[src/rtl/core/mcpt_pkg.sv]
// shared types and codes for the multi-channel pipe table
package mcpt_pkg;

	// request codes
	localparam logic [1:0] REQ_OPEN  = 2'd0;
	localparam logic [1:0] REQ_CLOSE = 2'd1;
	localparam logic [1:0] REQ_WRITE = 2'd2;
	localparam logic [1:0] REQ_READ  = 2'd3;

	// status codes
	localparam logic [1:0] STAT_OK         = 2'd0;
	localparam logic [1:0] STAT_NO_PIPE    = 2'd1;
	localparam logic [1:0] STAT_TABLE_FULL = 2'd2;
	localparam logic [1:0] STAT_BUF_LIMIT  = 2'd3;

	// attach count ceiling
	localparam logic [7:0] COUNT_MAX = 8'd255;

	// sequencer states
	typedef enum logic [1:0] {
		S_IDLE,
		S_EXEC,
		S_RDATA
	} mcpt_state_t;

	// decision from the slot table to the sequencer
	typedef struct packed {
		logic [1:0] status;
		logic       freed;
		logic       mem_wr;
		logic       mem_rd;
	} mcpt_ctl_t;

endpackage

[src/rtl/core/mcpt_slot_table.sv]
// slot table: identifier match, free slot search and per-slot counters
module mcpt_slot_table import mcpt_pkg::*; #(
	parameter int NUM_PIPES    = 8,
	parameter int BUFFER_DEPTH = 256,
	localparam int AW = $clog2(NUM_PIPES * BUFFER_DEPTH)
) (
	input  logic          clk,
	input  logic          arst_n,
	input  logic          strobe,
	input  logic [1:0]    req_type,
	input  logic [15:0]   pipe_id,
	output mcpt_ctl_t     ctl,
	output logic [AW-1:0] mem_addr
);

	localparam int SW = (NUM_PIPES > 1) ? $clog2(NUM_PIPES) : 1;
	localparam int PW = $clog2(BUFFER_DEPTH);
	localparam int FW = $clog2(BUFFER_DEPTH + 1);

	logic [NUM_PIPES-1:0] in_use_q;
	logic [15:0]          id_q   [NUM_PIPES];
	logic [7:0]           cnt_q  [NUM_PIPES];
	logic [PW-1:0]        rp_q   [NUM_PIPES];
	logic [PW-1:0]        wp_q   [NUM_PIPES];
	logic [FW-1:0]        fill_q [NUM_PIPES];

	logic [NUM_PIPES-1:0] hit_vec;
	logic                 hit;
	logic                 free_any;
	logic [SW-1:0]        hit_idx;
	logic [SW-1:0]        free_idx;
	logic [SW-1:0]        sel;
	logic [7:0]           cur_cnt;
	logic [7:0]           dec_cnt;
	logic [PW-1:0]        cur_rp;
	logic [PW-1:0]        cur_wp;
	logic [FW-1:0]        cur_fill;
	logic                 do_alloc;
	logic                 do_inc;
	logic                 do_close;

	// identifier match and lowest free slot
	always_comb begin
		hit_vec  = '0;
		hit_idx  = '0;
		free_any = 1'b0;
		free_idx = '0;
		for (int i = NUM_PIPES - 1; i >= 0; i--) begin
			hit_vec[i] = in_use_q[i] && (id_q[i] == pipe_id);
			if (hit_vec[i]) begin
				hit_idx = SW'(i);
			end
			if (!in_use_q[i]) begin
				free_any = 1'b1;
				free_idx = SW'(i);
			end
		end
		hit = |hit_vec;
	end

	// selected slot fields
	assign sel      = hit ? hit_idx : free_idx;
	assign cur_cnt  = cnt_q[sel];
	assign cur_rp   = rp_q[sel];
	assign cur_wp   = wp_q[sel];
	assign cur_fill = fill_q[sel];
	assign dec_cnt  = (cur_cnt != 8'd0) ? cur_cnt - 8'd1 : 8'd0;

	// request decision
	always_comb begin
		ctl      = '0;
		do_alloc = 1'b0;
		do_inc   = 1'b0;
		do_close = 1'b0;
		ctl.status = STAT_OK;
		case (req_type)
			REQ_OPEN: begin
				if (hit) begin
					do_inc = 1'b1;
				end else if (free_any) begin
					do_alloc = 1'b1;
				end else begin
					ctl.status = STAT_TABLE_FULL;
				end
			end
			REQ_CLOSE: begin
				if (!hit) begin
					ctl.status = STAT_NO_PIPE;
				end else begin
					do_close  = 1'b1;
					ctl.freed = (dec_cnt == 8'd0);
				end
			end
			REQ_WRITE: begin
				if (!hit) begin
					ctl.status = STAT_NO_PIPE;
				end else if (cur_fill == FW'(BUFFER_DEPTH)) begin
					ctl.status = STAT_BUF_LIMIT;
				end else begin
					ctl.mem_wr = 1'b1;
				end
			end
			default: begin
				if (!hit) begin
					ctl.status = STAT_NO_PIPE;
				end else if (cur_fill == '0) begin
					ctl.status = STAT_BUF_LIMIT;
				end else begin
					ctl.mem_rd = 1'b1;
				end
			end
		endcase
	end

	// byte store address: slot base plus pointer
	assign mem_addr = AW'(sel) * AW'(BUFFER_DEPTH) + AW'(ctl.mem_rd ? cur_rp : cur_wp);

	// occupancy flags
	always_ff @(posedge clk or negedge arst_n) begin
		if (!arst_n) begin
			in_use_q <= '0;
		end else if (strobe) begin
			if (do_alloc) begin
				in_use_q[sel] <= 1'b1;
			end else if (do_close && ctl.freed) begin
				in_use_q[sel] <= 1'b0;
			end
		end
	end

	// per-slot payload; a claimed slot loads its identifier and a count of one, with pointers and fill cleared
	always_ff @(posedge clk) begin
		if (strobe) begin
			if (do_alloc) begin
				id_q[sel]   <= pipe_id;
				cnt_q[sel]  <= 8'd1;
				rp_q[sel]   <= '0;
				wp_q[sel]   <= '0;
				fill_q[sel] <= '0;
			end
			if (do_inc && cur_cnt != COUNT_MAX) begin
				cnt_q[sel] <= cur_cnt + 8'd1;
			end
			if (do_close) begin
				cnt_q[sel] <= dec_cnt;
			end
			if (ctl.mem_wr) begin
				wp_q[sel]   <= (cur_wp == PW'(BUFFER_DEPTH - 1)) ? '0 : cur_wp + 1'b1;
				fill_q[sel] <= cur_fill + 1'b1;
			end
			if (ctl.mem_rd) begin
				rp_q[sel]   <= (cur_rp == PW'(BUFFER_DEPTH - 1)) ? '0 : cur_rp + 1'b1;
				fill_q[sel] <= cur_fill - 1'b1;
			end
		end
	end

	a_unique_id: assert property (@(posedge clk) disable iff (!arst_n)
		$onehot0(hit_vec))
		else $error("two live slots share one identifier");

	a_read_needs_hit: assert property (@(posedge clk) disable iff (!arst_n)
		(strobe && (ctl.mem_rd || ctl.mem_wr)) |-> hit)
		else $error("byte access without a matching slot");

	a_freed_on_close: assert property (@(posedge clk) disable iff (!arst_n)
		(strobe && ctl.freed) |=> !in_use_q[$past(sel)])
		else $error("freed slot still marked in use");

endmodule

[config.mk]
export PLATFORM = sky130hd
export DESIGN_NAME = mcpt_slot_table
export DESIGN_NICKNAME = d
export VERILOG_FILES = /design/src/rtl/core/mcpt_pkg.sv /design/src/rtl/core/mcpt_slot_table.sv
export SDC_FILE = /design/constraint.sdc
export NUM_CORES = 1
export LEC_CHECK = 0
export ABC_AREA = 1
export BUFFER_PORTS_ARGS = -buffer_cell sky130_fd_sc_hd__buf_2
export CAP_MARGIN = 20
export CELL_PAD_IN_SITES_DETAIL_PLACEMENT = 0
export CELL_PAD_IN_SITES_GLOBAL_PLACEMENT = 1
export CORE_ASPECT_RATIO = 1.25
export CORE_MARGIN = 1
export CORE_UTILIZATION = 40
export CTS_CLUSTER_DIAMETER = 80
export DETAILED_ROUTE_END_ITERATION = 6
export GPL_ROUTABILITY_DRIVEN = 0
export HOLD_SLACK_MARGIN = 0.05
export PLACE_DENSITY_LB_ADDON = 0.05
export SLEW_MARGIN = 10
export SYNTH_ARGS = -nofsm -noshare
export SYNTH_HDL_FRONTEND = slang
export SYNTH_SLANG_ARGS = --single-unit
[constraint.sdc]
create_clock -name clk -period 4.5 [get_ports clk]
set_input_delay 0.225 -clock clk [delete_from_list [all_inputs] [get_ports clk]]
set_output_delay 0.225 -clock clk [all_outputs]
set_load 0.02 [all_outputs]
==> key figures <==
Critical path
  – Critical Path AT: around 4300 ps
  – Crit path required time: between 4000 and 5000 ps
  – Crit path max fanout: 5
  – Critical path class: reg2out
  – Startpoint types: flip-flop
  – Worst reg2reg setup slack: between 200 and 250 ps
  – R2r startpoint: id_q[6][8]
  – Worst R2R End: rp_q[5][6]
  – Worst R2R Path Depth: 23
  – Crit end category: primary output

Synth
  – Synth top cells by count: 616 x nand2_1, 392 x edfxtp_1, 228 x nor2_1
  – Synth Net Count: between 2,000 and 2,500
  – Synthesized area: just under 20,000 um2
  – Cell with the most instances after synthesis: nand2_1
  – Post-synth top area share: around three fifths
  – Synthesized instance count: between 2,000 and 2,500
  – Most used DFF post-synth: edfxtp_1
  – Async SR Flop Fraction: ~2%
  – Dominant cell type by area after synthesis: edfxtp_1
  – Post-synthesis sequential area ratio: 60.50%
  – Synth Register Bits: 400
  – Distinct cells, synth: 55
  – EDFF count, synth: between 300 and 400
  – Syn Area/Cell: 9.869 um2
  – YS warnings: 0
  – Synth top area cells: edfxtp_1 59%, nand2_1 12%, nor2_1 4.3%

Detailed routing
  – Vias per cell: about 5
  – WL/cell: roughly 21 um
  – Routed WL: between 60,000 and 70,000 um
  – Final ANT Viol Nets: 0
  – TritonRoute pass-1 iters: 7
  – Via count: 15,120
  – Drt first-iter violations: slightly above 800
  – Remaining DRCs: 1

Placement
  – DP Worst Slack: -230.5 ps
  – Port buffer count: 36
  – DP Cell Count: between 2,000 and 3,000
  – Placed Area: around 22,000 um2
  – Placed wire-length estimate: between 40,000 and 50,000 um

Floorplanning
  – Core footprint: around 49,000 um2
  – Die Area: around 50,000 um2
  – Initial Util: slightly above 40%
  – Io pins: 37
  – Std-Cell Rows: 90
  – Die width: 200.9 um
  – Die height: roughly 250 um

Power and ir drop
  – Leak: 10.73 nW
  – IR Drop Worst-Case VDD: ~0.00042 V
  – PD cells: ~650 nW/um2
  – Pwr Total: about 16 mW

Timing
  – RSZ-0062 raised after global routing: yes
  – Count of pins over their slew limit: 0
  – Worst hold slack: between 70 and 80 ps
  – Achievable frequency: between 0.2 and 0.25 GHz
  – Setup-failing EPs final: 0
  – Final hold vios: 0
  – Rel. slew slack: between 30% and 40%
  – Setup TNS: 0 ps
  – Setup Skew: between 15 and 20 ps
  – Worst Tran Pin Value: about 940 ps
  – Final setup margin: 11.48 ps
  – Tmin final: ~4500 ps
  – Fin crit share: around 100%

GRT
  – Largest net degree at the start of global routing: 26
  – Vias in the first global route: 15,190
  – Initial antenna violation count: 0
  – Total gr overflow: 0
  – Tot GR Track Use: between 20 and 30%
  – First-pass GRT wire length: roughly 94,000 um

Hold path
  – Worst hold path class: in2reg
  – Hold Crit Depth: 2
  – Sink of the worst hold path: id_q[5][14]
  – Hold Path Origin: pipe_id[14]

CTS
  – CTS tree: done
  – Max Root-Sink Buffers: 3
  – Max H-tree Level: 2
  – Clock transition at path regs: 60 ps
  – Worst-Skew Late Latency: around 580 ps
  – CTS Sinks: 400
  – TritonCTS buffer count: between 40 and 50
  – Root Driver: clkbuf_16

Job
  – Number of max-cap violations: 0

Layout
  – Final instance count without filler cells: roughly 3,000
  – Inserted Diodes: 0
  – Nets: around 2,300
  – Final Util: about half
  – Final instance area: approximately 25,000 um2
  – Ratio of cells with drive above 1 in the final layout: between 20% and 30%
  – Syn-to-layout area delta: 25.49%

Outcome
  – Status: finished with violations
  – Failing checks: DRC
[worst max-delay path, stage by stage (launching register included)]
cell	delay, ps
edfxtp_1	390
or2_2	320
nand3b_1	140
nor2_1	60
nand3_1	110
nand2_2	120
nor2_8	170
nand3_4	160
nand2_8	150
buf_12	120
nor2_4	50
buf_8	120
nand2_1	60
nand4_1	160
nor2_4	210
ha_2	190
inv_2	40
nor3_4	170
nand2_4	120
nand2_4	90
nor2_4	40
inv_2	60
nand2_2	60
nor4_4	300
buf_4	160
buf_6	110
[worst max path at each step]
stage | start | end | slack [ps] | cells past startpoint
finish | id_q[6][8] | ctl[2] | 10 | 25
global route | id_q[0][10] | mem_addr[6] | -260 | 29
CTS | id_q[6][9] | ctl[3] | -60 | 34
detailed placement | pipe_id[9] | wp_q[1][0] | -230 | 33
global placement | pipe_id[9] | wp_q[0][6] | -200 | 33
floorplan | pipe_id[15] | wp_q[4][0] | 390 | 34
[final cells by class]
cell class,instances,area (um2)
flip-flops and latches,400,11970
well taps,644,805.8
repair buffers,317,2874
multi-input cells,1316,6964
repair inverters,1,7.507
clock inverters,25,186.4
clock buffers,53,1114
fillers,4437,23700
inverters,237,907.1
[cells by family after synthesis]
| logic type | Yosys count | share of synthesized area (%) |
|---|---|---|
| adder cells (fa/ha/maj) | 7 | 0.4426 |
| buffers and inverters | 291 | 6.621 |
| flip-flops | 400 | 60.50 |
| AO/OA/AOI/OAI | 152 | 5.198 |
| XOR/XNOR | 32 | 1.416 |
| AND/OR/NAND/NOR | 1123 | 25.82 |
[layout by cell type, fill, tap and decap left out, types with 21 or more instances in the layout]
master / count
clkbuf_16: 43
buf_4: 223
nand4_1: 57
buf_2: 25
buf_12: 29
edfxtp_1: 392
o21ai_0: 46
nor2_2: 39
nand2_2: 40
nand2_1: 586
inv_2: 34
nand3_2: 21
inv_1: 196
nor2_1: 192
a22o_1: 43
nand3_1: 93
[state kept, by name, indices dropped and copies added, names as in the netlist, named ones only]
signal / count
cnt_q: 64
fill_q: 72
wp_q: 64
rp_q: 64
id_q: 128
[routing by layer]
| layer | track usage, % | wire, um | up-vias |
|---|---|---|---|
| met5 | 0 | 0 | - |
| li1 | - | - | 7350 |
| met2 | 46.70 | 32810 | 350 |
| met4 | 10.45 | 2679 | 0 |
| met3 | 3.175 | 2402 | 122 |
| met1 | 29.47 | 24670 | 7297 |
[report_power, final]
part	total (mW)	switching, mW	internal (mW)
Sequential	4.43	0.0834	4.34
Combinational	8.29	4.89	3.41
Clock	3.36	1.48	1.88
[timing repair]
item                                    in CTS  in global routing
gates resized for setup                    119                 72
pin swaps                                   49                 42
gates cloned                                 4                  0
hold buffers                                13                  0
endpoints found under the hold margin       39                  0
setup buffers                               40                 13
endpoints found under the setup margin      35                282
(Power assumes the default switching activity.)
